[src/rtl/core/grli_pkg.sv]
`default_nettype none
// ----------------------------------------------------------------------------
// grli_pkg: shared types and constants
// Command codes, status codes, payload structs and reset values.
// ----------------------------------------------------------------------------
package grli_pkg;

    localparam int unsigned CHANNELS_DEF = 16;
    localparam int unsigned MAX_RES      = 16;

    localparam logic [3:0] CMD_TICK    = 4'd0;
    localparam logic [3:0] CMD_PING    = 4'd1;
    localparam logic [3:0] CMD_REPORT  = 4'd2;
    localparam logic [3:0] CMD_SAFE    = 4'd3;
    localparam logic [3:0] CMD_FACTORY = 4'd4;
    localparam logic [3:0] CMD_CH_CFG  = 4'd5;
    localparam logic [3:0] CMD_CH_SET  = 4'd6;
    localparam logic [3:0] CMD_CH_GET  = 4'd7;
    localparam logic [3:0] CMD_CH_REM  = 4'd8;
    localparam logic [3:0] CMD_LS_CFG  = 4'd9;
    localparam logic [3:0] CMD_ARM     = 4'd10;
    localparam logic [3:0] CMD_DISARM  = 4'd11;
    localparam logic [3:0] CMD_LS_OFF  = 4'd12;
    localparam logic [3:0] CMD_LS_SET  = 4'd13;
    localparam logic [3:0] CMD_LS_FRQ  = 4'd14;
    localparam logic [3:0] CMD_LS_STAT = 4'd15;

    localparam logic [4:0] ST_OK        = 5'd0;
    localparam logic [4:0] ST_PONG      = 5'd1;
    localparam logic [4:0] ST_CH_RPT    = 5'd2;
    localparam logic [4:0] ST_CH_UNCFG  = 5'd3;
    localparam logic [4:0] ST_NO_CH     = 5'd4;
    localparam logic [4:0] ST_LS_RPT    = 5'd5;
    localparam logic [4:0] ST_LS_UNRPT  = 5'd6;
    localparam logic [4:0] ST_BAD_CH    = 5'd7;
    localparam logic [4:0] ST_PIN_RANGE = 5'd8;
    localparam logic [4:0] ST_PIN_INPUT = 5'd9;
    localparam logic [4:0] ST_PIN_USED  = 5'd10;
    localparam logic [4:0] ST_PIN_LASER = 5'd11;
    localparam logic [4:0] ST_PIN_RELAY = 5'd12;
    localparam logic [4:0] ST_FRQ_RANGE = 5'd13;
    localparam logic [4:0] ST_CEIL_RNG  = 5'd14;
    localparam logic [4:0] ST_LS_UNCFG  = 5'd15;
    localparam logic [4:0] ST_NOT_ARMED = 5'd16;
    localparam logic [4:0] ST_DUTY_RNG  = 5'd17;
    localparam logic [4:0] ST_DUTY_CEIL = 5'd18;
    localparam logic [4:0] ST_WDOG      = 5'd19;

    localparam logic [2:0] REG_WDOG  = 3'd0;
    localparam logic [2:0] REG_FMIN  = 3'd1;
    localparam logic [2:0] REG_FMAX  = 3'd2;
    localparam logic [2:0] REG_MAXP  = 3'd3;
    localparam logic [2:0] REG_IOLO  = 3'd4;
    localparam logic [2:0] REG_IOHI  = 3'd5;

    localparam logic [15:0] WDOG_RST = 16'd2000;
    localparam logic [15:0] FMIN_RST = 16'd100;
    localparam logic [15:0] FMAX_RST = 16'd40000;
    localparam logic [5:0]  MAXP_RST = 6'd39;
    localparam logic [5:0]  IOLO_RST = 6'd34;
    localparam logic [5:0]  IOHI_RST = 6'd39;
    localparam logic [15:0] LFRQ_RST = 16'd1000;
    localparam logic [6:0]  PCT_FULL = 7'd100;

    typedef struct packed {
        logic [3:0]  cmd;
        logic [4:0]  channel_number;
        logic [5:0]  pin_number;
        logic        polarity_high;
        logic        safe_on;
        logic        turn_on;
        logic [6:0]  percent;
        logic [15:0] freq_hz;
    } t_in;

    typedef struct packed {
        logic [4:0]  status;
        logic [4:0]  channel_out;
        logic [5:0]  pin_out;
        logic        polarity_out;
        logic        safe_out;
        logic        state_out;
        logic        armed_out;
        logic [6:0]  duty_percent_out;
        logic [7:0]  duty_raw_out;
        logic [15:0] freq_out;
        logic [6:0]  max_duty_out;
        logic        last;
    } t_out;

    // pct*255/100 for pct 0..100: multiply by 1336965 (just above 255*2^19/100), keep bits 26:19
    function automatic logic [7:0] duty_raw(input logic [6:0] pct);
        logic [27:0] m;
        begin
            m = {21'd0, pct} * 28'd1336965;
            return m[26:19];
        end
    endfunction

endpackage
`default_nettype wire

[src/rtl/core/grli_front.sv]
`default_nettype none
// ----------------------------------------------------------------------------
// grli_front: command intake
// Accepts requests and queues them for execution.
// ----------------------------------------------------------------------------
module grli_front (
    input  wire logic          i_clk,
    input  wire logic          i_rst_n,
    input  wire logic          i_valid,
    output logic               o_ready,
    input  wire grli_pkg::t_in i_data,
    output logic               o_q_valid,
    input  wire logic          i_q_ready,
    output grli_pkg::t_in      o_q_data
);
    import grli_pkg::*;

    t_in         r_q_data [2];
    logic [1:0]  r_cnt, n_cnt;
    logic        r_wp, r_rp;
    logic        take, give;

    assign o_ready   = (r_cnt != 2'd2);
    assign take      = i_valid && o_ready;
    assign give      = o_q_valid && i_q_ready;
    assign o_q_valid = (r_cnt != 2'd0);
    assign o_q_data  = r_q_data[r_rp];

    always_comb begin
        n_cnt = r_cnt + {1'b0, take} - {1'b0, give};
    end

    always_ff @(posedge i_clk) begin
        if (take) begin
            r_q_data[r_wp] <= i_data;
        end
        if (!i_rst_n) begin
            r_cnt     <= '0;
            r_wp      <= 1'b0;
            r_rp      <= 1'b0;
        end else begin
            r_cnt     <= n_cnt;
            if (take) r_wp <= ~r_wp;
            if (give) r_rp <= ~r_rp;
        end
    end
endmodule
`default_nettype wire

[src/rtl/core/grli_back.sv]
`default_nettype none
// ----------------------------------------------------------------------------
// grli_back: command execution
// Holds channel table and laser state, runs one request, emits results.
// ----------------------------------------------------------------------------
module grli_back #(
    parameter int unsigned CHANNELS = grli_pkg::CHANNELS_DEF
) (
    input  wire logic          i_clk,
    input  wire logic          i_rst_n,
    input  wire logic          i_q_valid,
    output logic               o_q_ready,
    input  wire grli_pkg::t_in i_q_data,
    input  wire logic [15:0]   i_silence,
    input  wire logic          i_cfg_en,
    input  wire logic [2:0]    i_cfg_idx,
    input  wire logic [15:0]   i_cfg_data,
    output logic               o_valid,
    input  wire logic          i_ready,
    output grli_pkg::t_out     o_data
);
    import grli_pkg::*;

    localparam int unsigned CW = (CHANNELS > 1) ? $clog2(CHANNELS) : 1;
    localparam int unsigned KW = $clog2(MAX_RES + 1);

    localparam logic [1:0] S_IDLE = 2'd0;
    localparam logic [1:0] S_SCAN = 2'd1;
    localparam logic [1:0] S_OUT  = 2'd2;

    logic [15:0] r_wdog, r_fmin, r_fmax;
    logic [5:0]  r_maxp, r_iolo, r_iohi;

    logic [CHANNELS-1:0] r_cv;
    logic [5:0] r_cpin [CHANNELS];
    logic       r_cpol [CHANNELS];
    logic       r_csafe[CHANNELS];
    logic       r_ccur [CHANNELS];

    logic        r_lv, r_larm;
    logic [5:0]  r_lpin;
    logic [15:0] r_lfrq;
    logic [6:0]  r_lceil, r_lduty;

    logic [1:0]  r_state;
    logic [CW:0] r_idx;
    logic [KW-1:0] r_k;
    logic        r_ovalid;
    t_out        r_odata;
    // pending report entry held back until the next entry or the scan end shows if it is the last
    logic        r_pend;
    t_out        r_pdata;

    logic        chok;
    logic [CW-1:0] c;
    logic [CHANNELS-1:0] taken_other, taken_any;
    logic        pin_err_r, pin_err_i;
    logic        frq_bad;

    assign chok = (i_q_data.channel_number != 5'd0) &&
                  (32'(i_q_data.channel_number) <= CHANNELS);
    assign c = CW'(i_q_data.channel_number - 5'd1);

    always_comb begin
        for (int i = 0; i < CHANNELS; i++) begin
            taken_any[i]   = r_cv[i] && (r_cpin[i] == i_q_data.pin_number);
            taken_other[i] = taken_any[i] && (CW'(i) != c);
        end
    end

    assign pin_err_r = i_q_data.pin_number > r_maxp;
    assign pin_err_i = (i_q_data.pin_number >= r_iolo) && (i_q_data.pin_number <= r_iohi);
    assign frq_bad   = (i_q_data.freq_hz < r_fmin) || (i_q_data.freq_hz > r_fmax);

    assign o_q_ready = (r_state == S_IDLE) && !r_ovalid;
    assign o_valid   = r_ovalid;
    assign o_data    = r_odata;

    // laser fields for a result, from given next laser state
    function automatic t_out mk(input logic [4:0] s, input logic lv, input logic arm,
                                input logic [6:0] duty, input logic [6:0] ceil,
                                input logic [15:0] frq);
        t_out o;
        logic [6:0] e;
        begin
            o = '0;
            e = arm ? duty : 7'd0;
            if (e > ceil) e = ceil;
            if (e > PCT_FULL) e = PCT_FULL;
            o.status = s;
            o.armed_out = arm;
            o.duty_percent_out = duty;
            o.duty_raw_out = lv ? duty_raw(e) : 8'd0;
            o.freq_out = frq;
            o.max_duty_out = ceil;
            return o;
        end
    endfunction

    always_ff @(posedge i_clk) begin
        t_out o;
        logic lv_n, arm_n;
        logic [6:0] duty_n, ceil_n;
        logic [15:0] frq_n;
        logic [4:0] s;
        logic emit;
        lv_n = r_lv; arm_n = r_larm; duty_n = r_lduty; ceil_n = r_lceil; frq_n = r_lfrq;
        s = ST_OK; emit = 1'b1; o = '0;
        if (!i_rst_n) begin
            r_wdog <= WDOG_RST; r_fmin <= FMIN_RST; r_fmax <= FMAX_RST;
            r_maxp <= MAXP_RST; r_iolo <= IOLO_RST; r_iohi <= IOHI_RST;
            r_cv <= '0;
            r_lv <= 1'b0; r_larm <= 1'b0; r_lpin <= '0; r_lfrq <= LFRQ_RST;
            r_lceil <= PCT_FULL; r_lduty <= '0;
            r_state <= S_IDLE; r_ovalid <= 1'b0; r_pend <= 1'b0;
            r_idx <= '0; r_k <= '0;
        end else begin
            if (i_cfg_en) begin
                unique case (i_cfg_idx)
                    REG_WDOG: r_wdog <= i_cfg_data;
                    REG_FMIN: r_fmin <= i_cfg_data;
                    REG_FMAX: r_fmax <= i_cfg_data;
                    REG_MAXP: r_maxp <= i_cfg_data[5:0];
                    REG_IOLO: r_iolo <= i_cfg_data[5:0];
                    REG_IOHI: r_iohi <= i_cfg_data[5:0];
                    default: ;
                endcase
            end
            if (r_ovalid && i_ready) r_ovalid <= 1'b0;
            unique case (r_state)
                S_IDLE: begin
                    if (i_q_valid && o_q_ready) begin
                        case (i_q_data.cmd)
                            CMD_TICK: begin
                                if (r_lv && r_larm && r_lduty != 7'd0 && i_silence > r_wdog) begin
                                    arm_n = 1'b0; duty_n = '0; s = ST_WDOG;
                                end else emit = 1'b0;
                            end
                            CMD_PING: s = ST_PONG;
                            CMD_REPORT: begin
                                emit = 1'b0;
                                r_idx <= '0; r_k <= '0; r_pend <= 1'b0;
                                r_state <= S_SCAN;
                            end
                            CMD_SAFE, CMD_FACTORY: begin
                                for (int i = 0; i < CHANNELS; i++)
                                    if (r_cv[i]) r_ccur[i] <= r_csafe[i];
                                if (i_q_data.cmd == CMD_FACTORY) r_cv <= '0;
                            end
                            CMD_CH_CFG: begin
                                if (!chok) s = ST_BAD_CH;
                                else if (pin_err_r) s = ST_PIN_RANGE;
                                else if (pin_err_i) s = ST_PIN_INPUT;
                                else if (|taken_other) s = ST_PIN_USED;
                                else if (r_lv && r_lpin == i_q_data.pin_number)
                                    s = ST_PIN_LASER;
                                else begin
                                    r_cv[c] <= 1'b1;
                                    r_cpin[c] <= i_q_data.pin_number;
                                    r_cpol[c] <= i_q_data.polarity_high;
                                    r_csafe[c] <= i_q_data.safe_on;
                                    r_ccur[c] <= i_q_data.safe_on;
                                end
                            end
                            CMD_CH_SET: begin
                                if (!chok || !r_cv[c]) s = ST_BAD_CH;
                                else r_ccur[c] <= i_q_data.turn_on;
                            end
                            CMD_CH_GET: begin
                                if (!chok) s = ST_BAD_CH;
                                else if (r_cv[c]) begin
                                    s = ST_CH_RPT;
                                    o.pin_out = r_cpin[c]; o.polarity_out = r_cpol[c];
                                    o.safe_out = r_csafe[c]; o.state_out = r_ccur[c];
                                    o.channel_out = i_q_data.channel_number;
                                end else begin
                                    s = ST_CH_UNCFG;
                                    o.channel_out = i_q_data.channel_number;
                                end
                            end
                            CMD_CH_REM: begin
                                if (!chok) s = ST_BAD_CH;
                                else if (r_cv[c]) begin
                                    r_ccur[c] <= r_csafe[c]; r_cv[c] <= 1'b0;
                                end
                            end
                            CMD_LS_CFG: begin
                                if (pin_err_r) s = ST_PIN_RANGE;
                                else if (pin_err_i) s = ST_PIN_INPUT;
                                else if (|taken_any) s = ST_PIN_RELAY;
                                else if (frq_bad) s = ST_FRQ_RANGE;
                                else if (i_q_data.percent > PCT_FULL) s = ST_CEIL_RNG;
                                else begin
                                    lv_n = 1'b1; r_lpin <= i_q_data.pin_number;
                                    frq_n = i_q_data.freq_hz; ceil_n = i_q_data.percent;
                                    arm_n = 1'b0; duty_n = '0;
                                end
                            end
                            CMD_ARM: begin
                                if (!r_lv) s = ST_LS_UNCFG; else arm_n = 1'b1;
                            end
                            CMD_DISARM: begin arm_n = 1'b0; duty_n = '0; end
                            CMD_LS_OFF: duty_n = '0;
                            CMD_LS_SET: begin
                                if (!r_lv) s = ST_LS_UNCFG;
                                else if (!r_larm) s = ST_NOT_ARMED;
                                else if (i_q_data.percent > PCT_FULL) s = ST_DUTY_RNG;
                                else if (i_q_data.percent > r_lceil) s = ST_DUTY_CEIL;
                                else duty_n = i_q_data.percent;
                            end
                            CMD_LS_FRQ: begin
                                if (!r_lv) s = ST_LS_UNCFG;
                                else if (frq_bad) s = ST_FRQ_RANGE;
                                else frq_n = i_q_data.freq_hz;
                            end
                            default: begin
                                if (!r_lv) s = ST_LS_UNRPT;
                                else begin s = ST_LS_RPT; o.pin_out = r_lpin; end
                            end
                        endcase
                        r_lv <= lv_n; r_larm <= arm_n; r_lduty <= duty_n;
                        r_lceil <= ceil_n; r_lfrq <= frq_n;
                        if (emit) begin
                            t_out b;
                            b = mk(s, lv_n, arm_n, duty_n, ceil_n, frq_n);
                            b.channel_out = o.channel_out; b.pin_out = o.pin_out;
                            b.polarity_out = o.polarity_out; b.safe_out = o.safe_out;
                            b.state_out = o.state_out; b.last = 1'b1;
                            r_odata <= b; r_ovalid <= 1'b1;
                        end
                    end
                end
                S_SCAN: begin
                    // one channel a cycle while not stalled; a found entry waits for the next
                    if (!r_pend || !r_ovalid || i_ready) begin
                        logic done;
                        done = (r_idx == (CW+1)'(CHANNELS)) || (r_k == KW'(MAX_RES));
                        if (done) begin
                            t_out b;
                            if (r_pend) begin
                                b = r_pdata; b.last = 1'b1;
                            end else begin
                                b = mk(ST_NO_CH, r_lv, r_larm, r_lduty, r_lceil, r_lfrq);
                                b.last = 1'b1;
                            end
                            r_odata <= b; r_ovalid <= 1'b1; r_state <= S_OUT;
                        end else begin
                            if (r_cv[r_idx[CW-1:0]]) begin
                                t_out b;
                                b = mk(ST_CH_RPT, r_lv, r_larm, r_lduty, r_lceil, r_lfrq);
                                b.channel_out = 5'(r_idx + 1'b1);
                                b.pin_out = r_cpin[r_idx[CW-1:0]];
                                b.polarity_out = r_cpol[r_idx[CW-1:0]];
                                b.safe_out = r_csafe[r_idx[CW-1:0]];
                                b.state_out = r_ccur[r_idx[CW-1:0]];
                                if (r_pend) begin
                                    r_odata <= r_pdata; r_ovalid <= 1'b1;
                                end
                                r_pdata <= b; r_pend <= 1'b1;
                                r_k <= r_k + 1'b1;
                            end
                            r_idx <= r_idx + 1'b1;
                        end
                    end
                end
                S_OUT: begin
                    if (!r_ovalid || i_ready) r_state <= S_IDLE;
                end
                default: r_state <= S_IDLE;
            endcase
        end
    end
endmodule
`default_nettype wire

[src/rtl/core/gpio_relay_laser_interlock.sv]
`default_nettype none
// ----------------------------------------------------------------------------
// gpio_relay_laser_interlock: relay channel table and laser PWM interlock
// Command-driven controller with pin conflict checks and silence watchdog.
// ----------------------------------------------------------------------------
// Flow: a request is written into the intake queue, then executed with its result
//   registered; a new request leaves the queue only after the last result is accepted.
//   Report-all scans one channel per cycle unless the output stalls.
// Reset: synchronous active low; channel table empty, laser unconfigured.
module gpio_relay_laser_interlock #(
    parameter int unsigned CHANNELS = grli_pkg::CHANNELS_DEF
) (
    input  wire logic           i_clk,
    input  wire logic           i_rst_n,
    input  wire logic           i_valid,
    output logic                o_ready,
    input  wire grli_pkg::t_in  i_data,
    output logic                o_valid,
    input  wire logic           i_ready,
    output grli_pkg::t_out      o_data,
    input  wire logic           i_cfg_en,
    input  wire logic [2:0]     i_cfg_idx,
    input  wire logic [15:0]    i_cfg_data
);
    import grli_pkg::*;

    logic q_valid, q_ready;
    t_in  q_data;
    logic [15:0] r_sil;

    grli_front u_front (
        .i_clk(i_clk), .i_rst_n(i_rst_n),
        .i_valid(i_valid), .o_ready(o_ready), .i_data(i_data),
        .o_q_valid(q_valid), .i_q_ready(q_ready), .o_q_data(q_data)
    );

    // silence count tracked at execution so it matches command order
    always_ff @(posedge i_clk) begin
        if (!i_rst_n) r_sil <= '0;
        else if (q_valid && q_ready) begin
            if (q_data.cmd == CMD_TICK) begin
                if (r_sil != 16'hFFFF) r_sil <= r_sil + 16'd1;
            end else r_sil <= '0;
        end
    end

    grli_back #(.CHANNELS(CHANNELS)) u_back (
        .i_clk(i_clk), .i_rst_n(i_rst_n),
        .i_q_valid(q_valid), .o_q_ready(q_ready), .i_q_data(q_data),
        .i_silence((r_sil != 16'hFFFF) ? r_sil + 16'd1 : r_sil),
        .i_cfg_en(i_cfg_en), .i_cfg_idx(i_cfg_idx), .i_cfg_data(i_cfg_data),
        .o_valid(o_valid), .i_ready(i_ready), .o_data(o_data)
    );
endmodule
`default_nettype wire

[config.mk]
export PLATFORM = sky130hd
export DESIGN_NAME = gpio_relay_laser_interlock
export DESIGN_NICKNAME = d
export VERILOG_FILES = /design/src/rtl/core/grli_pkg.sv /design/src/rtl/core/grli_front.sv /design/src/rtl/core/grli_back.sv /design/src/rtl/core/gpio_relay_laser_interlock.sv
export SDC_FILE = /design/constraint.sdc
export NUM_CORES = 1
export LEC_CHECK = 0
export BUFFER_PORTS_ARGS = -buffer_cell sky130_fd_sc_hd__buf_2
export CAP_MARGIN = 5
export CORE_MARGIN = 2
export CORE_UTILIZATION = 30
export CTS_CLUSTER_DIAMETER = 80
export DETAILED_ROUTE_END_ITERATION = 10
export PLACE_DENSITY = 0.44
export SYNTH_ARGS = -nofsm -noshare
export SYNTH_HDL_FRONTEND = slang
export SYNTH_SLANG_ARGS = --single-unit
export TNS_END_PERCENT = 100
[constraint.sdc]
create_clock -name i_clk -period 12.6 [get_ports i_clk]
set_input_delay 3.15 -clock i_clk [delete_from_list [all_inputs] [get_ports i_clk]]
set_output_delay 3.15 -clock i_clk [all_outputs]
set_load 0.005 [all_outputs]
Word level (Yosys, flattened, before mapping)
Memory sizes are Yosys's and may differ from the RTL's. A register that Yosys moved wholly into a read port is not among the register bits.
Index checks and enable logic that the tools add are counted.
{"block": "word_totals", "word_cells": 547, "out_inout_bits": 61, "memories": 5, "reg_bits": 257, "ramBits": 226}
{"block": "classes", "bitwise_logic": 13, "n_eq_ne": 75, "multipliers": 3, "muxes": 305, "add_sub_neg": 6, "reduce_logical": 83, "order_cmp": 17}
{"name": "u_back.r_cpin", "depth": 16, "width": 6, "rd": 18, "rd_ports_with_merged_regs": 1, "wr": 1, "line": "grli_back.sv:35", "source": "logic [5:0] r_cpin [CHANNELS];"}
{"name": "u_front.r_q_data", "depth": 2, "width": 41, "rd": 1, "rd_ports_with_merged_regs": 1, "wr": 1, "line": "grli_front.sv:18", "source": "t_in r_q_data [2];"}
{"name": "u_back.r_ccur", "depth": 16, "width": 1, "rd": 2, "rd_ports_with_merged_regs": 1, "wr": 16, "line": "grli_back.sv:38", "source": "logic r_ccur [CHANNELS];"}
{"name": "u_back.r_cpol", "depth": 16, "width": 1, "rd": 2, "rd_ports_with_merged_regs": 1, "wr": 1, "line": "grli_back.sv:36", "source": "logic r_cpol [CHANNELS];"}
{"name": "u_back.r_csafe", "depth": 16, "width": 1, "rd": 18, "rd_ports_with_merged_regs": 1, "wr": 1, "line": "grli_back.sv:37", "source": "logic r_csafe[CHANNELS];"}
{"operator": "$mux 7", "count": 57}
{"operator": "$mux 59", "count": 6}
{"operator": "$mux 16", "count": 17}
{"operator": "$mux 1", "count": 166}
{"operator": "$pmux 59 s2", "count": 1}
{"operator": "$mux 5", "count": 23}
{"operator": "$eq 6x6->1", "count": 17}
{"operator": "$mul 7x21->27 const B", "count": 3}
{"operator": "$mux 57", "count": 1}
{"operator": "$pmux 5 s11", "count": 1}
{"operator": "$pmux 16 s3", "count": 1}
{"operator": "$logic_and 1x1->1", "count": 43}
{"operator": "$gt 16x16->1", "count": 2}
{"operator": "$ne 4x4->1 const A", "count": 8}
{"operator": "$pmux 16 s2", "count": 1}
{"operator": "$reduce_or 16->1", "count": 2}
{"operator": "$eq 4x4->1 const B", "count": 7}
{"operator": "$gt 7x7->1 const B", "count": 4}
{"operator": "$pmux 7 s4", "count": 1}
{"operator": "$gt 7x7->1", "count": 3}
{"operator": "$mux 4", "count": 5}
{"operator": "$pmux 5 s2", "count": 2}
{"operator": "$ne 2x2->1 const B", "count": 9}
{"operator": "$add 16x1->16 const B", "count": 1}
{"operator": "63 further kinds", "count": 121}

Logic depth before layout (Yosys ltp)
An unclocked memory read counts as a cell.
{"block": "depth", "depth_word": 29, "ltp_mapped": 53, "ltp_nobuf": 51}

By module
Synthesis repeated with hierarchy kept, for this count alone.
{"block": "unflattened", "hier_cells": 2643, "hier_area_um2": 29306.9}
{"module": "grli_back", "area_each_um2": 24758.7, "cells_each": 2342, "seq_area_each_um2": 10369.9, "n_inst": 1}
{"module": "grli_front", "area_each_um2": 3400.8, "cells_each": 152, "seq_area_each_um2": 2562.5, "n_inst": 1}
{"module": "gpio_relay_laser_interlock", "area_each_um2": 1147.4, "cells_each": 149, "seq_area_each_um2": 320.3, "n_inst": 1}

Least setup slack after synthesis
No wires, ideal clock.
{"block": "synth_path", "path_type": "reg2reg", "start": "register with a tool-made name", "end": "register u_back.r_odata, in the netlist u_back.o_data[31], data pin", "period_less_slack_ns": 10.289, "setup_ns": 0.272, "required_ns": 12.328, "t_arrival_ns": 10.017, "setup_slack_ns": 2.311, "stages_incl_launch_ff": 49, "path_cell_list": "dfxtp_1 buf_6 buf_6 buf_4 buf_4 buf_1 buf_1 mux2i_1 inv_1 ha_1 a21o_1 a221oi_1 nand2_1 nor3_1 o22ai_1 or3_1 o31ai_2 clkbuf_1 [13 not listed] fa_1 inv_1 fa_1 inv_1 ha_1 nand2_1 nor2_1 o21ai_0 nand2b_1 a21oi_1 o21ai_0 a21o_1 a21o_1 a21oi_1 o21ai_0 o211a_1 o21ai_0 o2111ai_1"}
{"element": "end signal, assigned", "line": "grli_back.sv:229", "source": "r_odata <= b; r_ovalid <= 1'b1;"}
{"element": "end signal, assigned", "line": "grli_back.sv:246", "source": "r_odata <= b; r_ovalid <= 1'b1; r_state <= S_OUT;"}
{"element": "end signal, assigned", "line": "grli_back.sv:257", "source": "r_odata <= r_pdata; r_ovalid <= 1'b1;"}
{"element": "end, declared", "line": "grli_back.sv:49", "source": "t_out r_odata;"}

==> out/qor.txt <==
period utilisation layout - 0.9325
arrival time at the worst endpoint - 12130 ps
wire per inst - 23.16 um
Worst path slowest cell - o22ai_1
Setup TNS - 0 ps
status - completed
commonest non-fill, non-tap cell in the layout - edfxtp_1
sequential share of the synthesized area - 0.4539
RePlAce Congestion - 0.8895
nets - 3071
Cell variety after synth - 96
routed wire length - 94.87 mm
1st-iter DRT viols - 1906
CTS root buffer - clkbuf_16
initial core utilization - 0.3024
worst path required time - 12980 ps
Tmin final - 11750 ps
dpl hpwl - 70.20 mm
syn_area_per_cell - 10.91 um2
Synth Cell Area - 29200 um2
DRC Markers - 0
die width - 316.0 um
commonest cells after routing, fill and taps aside - edfxtp_1, nand2_1, ha_1
antenna violations before repair - 5
crit path launch type - register
TritonCTS buffer count - 58
synth warn - 0
TritonRoute pass-1 iters - 8
Slew Limit Fails - 0
slowest stage delay, CP - 800 ps
Static Leak - 0.01299 uW
global-route wire length before repair - 141.8 mm
vias in the first global route - 21740
Worst Max-Slew Pin Slew - 1272 ps
Peak supply drop - 0.1027 mV
WS Path Type - reg -> reg
CP Max Fanout - 38
Layout area overhead - 14.38%
gr usage total - 0.1876
unrepaired setup endpoints after global routing - false
# hold bufs at CTS - 0
min-delay src - u_back.r_fmax[13]
layout cell share with drive strength beyond 1 - 0.1592
asr flop ratio synth - 0
Worst-path clk slew - 60 ps
Via density - 5.291
Setup crit end kind - register
die area - 99830 um2
# rows - 114
Max Clk Rate - 85.11 MHz
Reg2Reg Depth - 46
CP most frequent cell - o21ai_0
Die H - 316.0 um
Core Area - 96570 um2
maximum buffer depth of the clock tree - 3
Rel. slew slack - 0.1488
H-tree levels - 2
clock sink total - 493
CTS tree - built
# IOs - 126
number of synthesized flops with an enable pin - 338
total grt overflow - 0
Seq cells post-synth - 493
WHS Path Cells - 2
clock latency on the worst-skew pair - 650 ps
Hold WS - 454.1 ps
Final Hold Fails - 0
syn nets - 2975
largest net degree at the start of global routing - 68
Post-CTS Setup Bufs - 0
Worst Skew - 35.19 ps
number of setup violations in the final report - 0
max_cap viols - 0
Most used DFF post-synth - edfxtp_1
vias - 21680
final antenna-violating net count - 0
post_cts resized - 0
# port buffers - 125
HP Class - reg -> reg
Pwr Density - 165.6 nW/um2
synthesized netlist cell count - 2675
cell type report:
type | count | area [um2]
fill | 9565 | 63170
antenna | 1 | 2.502
multi-input combinational | 1873 | 14770
sequential | 493 | 13260
clock buffer | 70 | 1589
timing repair buffer | 167 | 944.7
clock inverter | 39 | 568.0
inverter | 178 | 670.6
tap | 1276 | 1597
sequential cells by signal, indices dropped and copies added (netlist names), 2 cells and up, named ones only:
name / cells
u_back.r_cv: 16
u_back.r_fmin: 16
u_back.r_lceil: 7
u_back.r_cpol: 16
u_back.r_pdata: 53
u_back.r_wdog: 16
u_front.r_cnt: 2
u_back.r_lduty: 7
u_back.r_iolo: 6
u_back.o_data: 59
u_back.r_ccur: 16
u_back.r_lpin: 6
u_back.r_k: 5
u_back.r_maxp: 6
u_back.r_fmax: 16
u_front.r_q_data: 82
u_back.r_iohi: 6
r_sil: 16
u_back.r_state: 2
u_back.r_idx: 5
u_back.r_csafe: 16
u_back.r_lfrq: 16
u_back.r_cpin: 96
worst max-delay path, delay by kind of cell, from the launching register on:
kind / cells / cell delay (ps)
fa+ha+maj: 7 / 2560
compound gates: 25 / 5770
simple gates: 9 / 1190
mux: 1 / 480
flops: 1 / 560
buf+inv: 4 / 850
per-stage QoR:
| step | instance area, um2 | util | total power, uW | setup slack, ps | instances |
|---|---|---|---|---|---|
| global route | 33390 | 0.3458 | 5783 | 1.879 | 4096 |
| detailed placement | 31240 | 0.3235 | 3668 | 859.7 | 3987 |
| CTS | 33390 | 0.3458 | 5586 | 832.3 | 4096 |
| finish | 33400 | 0.3458 | 5529 | 850.4 | 4097 |
| floorplan | 29200 | - | 3056 | 2311 | 2675 |
| global placement | 31220 | 0.3234 | 3659 | 912.2 | 3986 |
routing by layer:
layer / wire length (um) / track usage / part of all wire
met1: 44010 / 0.2695 / 0.46
met2: 43460 / 0.2995 / 0.46
met3: 5281 / 0.02237 / 0.056
met4: 2120 / 0.04750 / 0.022
met5: 0 / 0 / 0
power by group:
part | total [uW] | internal [uW] | switching, uW
Combinational | 1590 | 533 | 1060
Sequential | 2040 | 1930 | 106
Clock | 1900 | 1170 | 730
Total | 5530 | 3630 | 1900
logic make-up (layout without fill, tap and decap cells):
kind of cell / Yosys count / after routing / synth area share
adders and majority gates: 235 / 235 / 0.1074
xor gates and xnor gates: 134 / 134 / 0.04045
AOI/OAI and AO/OA: 498 / 498 / 0.1136
muxes: 185 / 185 / 0.1048
other: 0 / 1 / 0
and+or+nand+nor: 821 / 821 / 0.1355
buffers and inverters: 309 / 454 / 0.04431
DFF: 493 / 493 / 0.4539
cell usage after synthesis (all sizes together) (10+ instances only):
cell	number	share of area
o221a	13	0.0050
clkbuf	100	0.013
mux2i	60	0.021
nor3	28	0.0048
dfxtp	155	0.11
o211ai	29	0.0075
and2	34	0.0073
ha	209	0.090
nand3	80	0.014
xor2	59	0.018
and3	19	0.0041
nand2b	17	0.0036
nand2	307	0.040
nand4	42	0.010
a22oi	21	0.0054
inv	175	0.022
a32oi	12	0.0036
o21ai	86	0.015
buf	31	0.0086
nor4	10	0.0034
mux4	91	0.070
xnor2	75	0.023
fa	26	0.018
a211oi	45	0.012
a21o	35	0.0090
or4	21	0.0058
edfxtp	338	0.35
a21oi	145	0.025
nor2	189	0.025
mux2	34	0.013
nor2b	45	0.0096
o21a	28	0.0072
path summary, 6_finish.rpt:
| check | slack (ps) | endpoint |
|---|---|---|
| setup reg to reg | 850 | u_back.o_data[31] |
| hold reg to reg | 450 | u_back.r_fmax[13] |
| hold / removal | 450 | u_back.r_fmax[13] |
| setup / recovery | 850 | u_back.o_data[31] |
(Power assumes the default switching activity.)
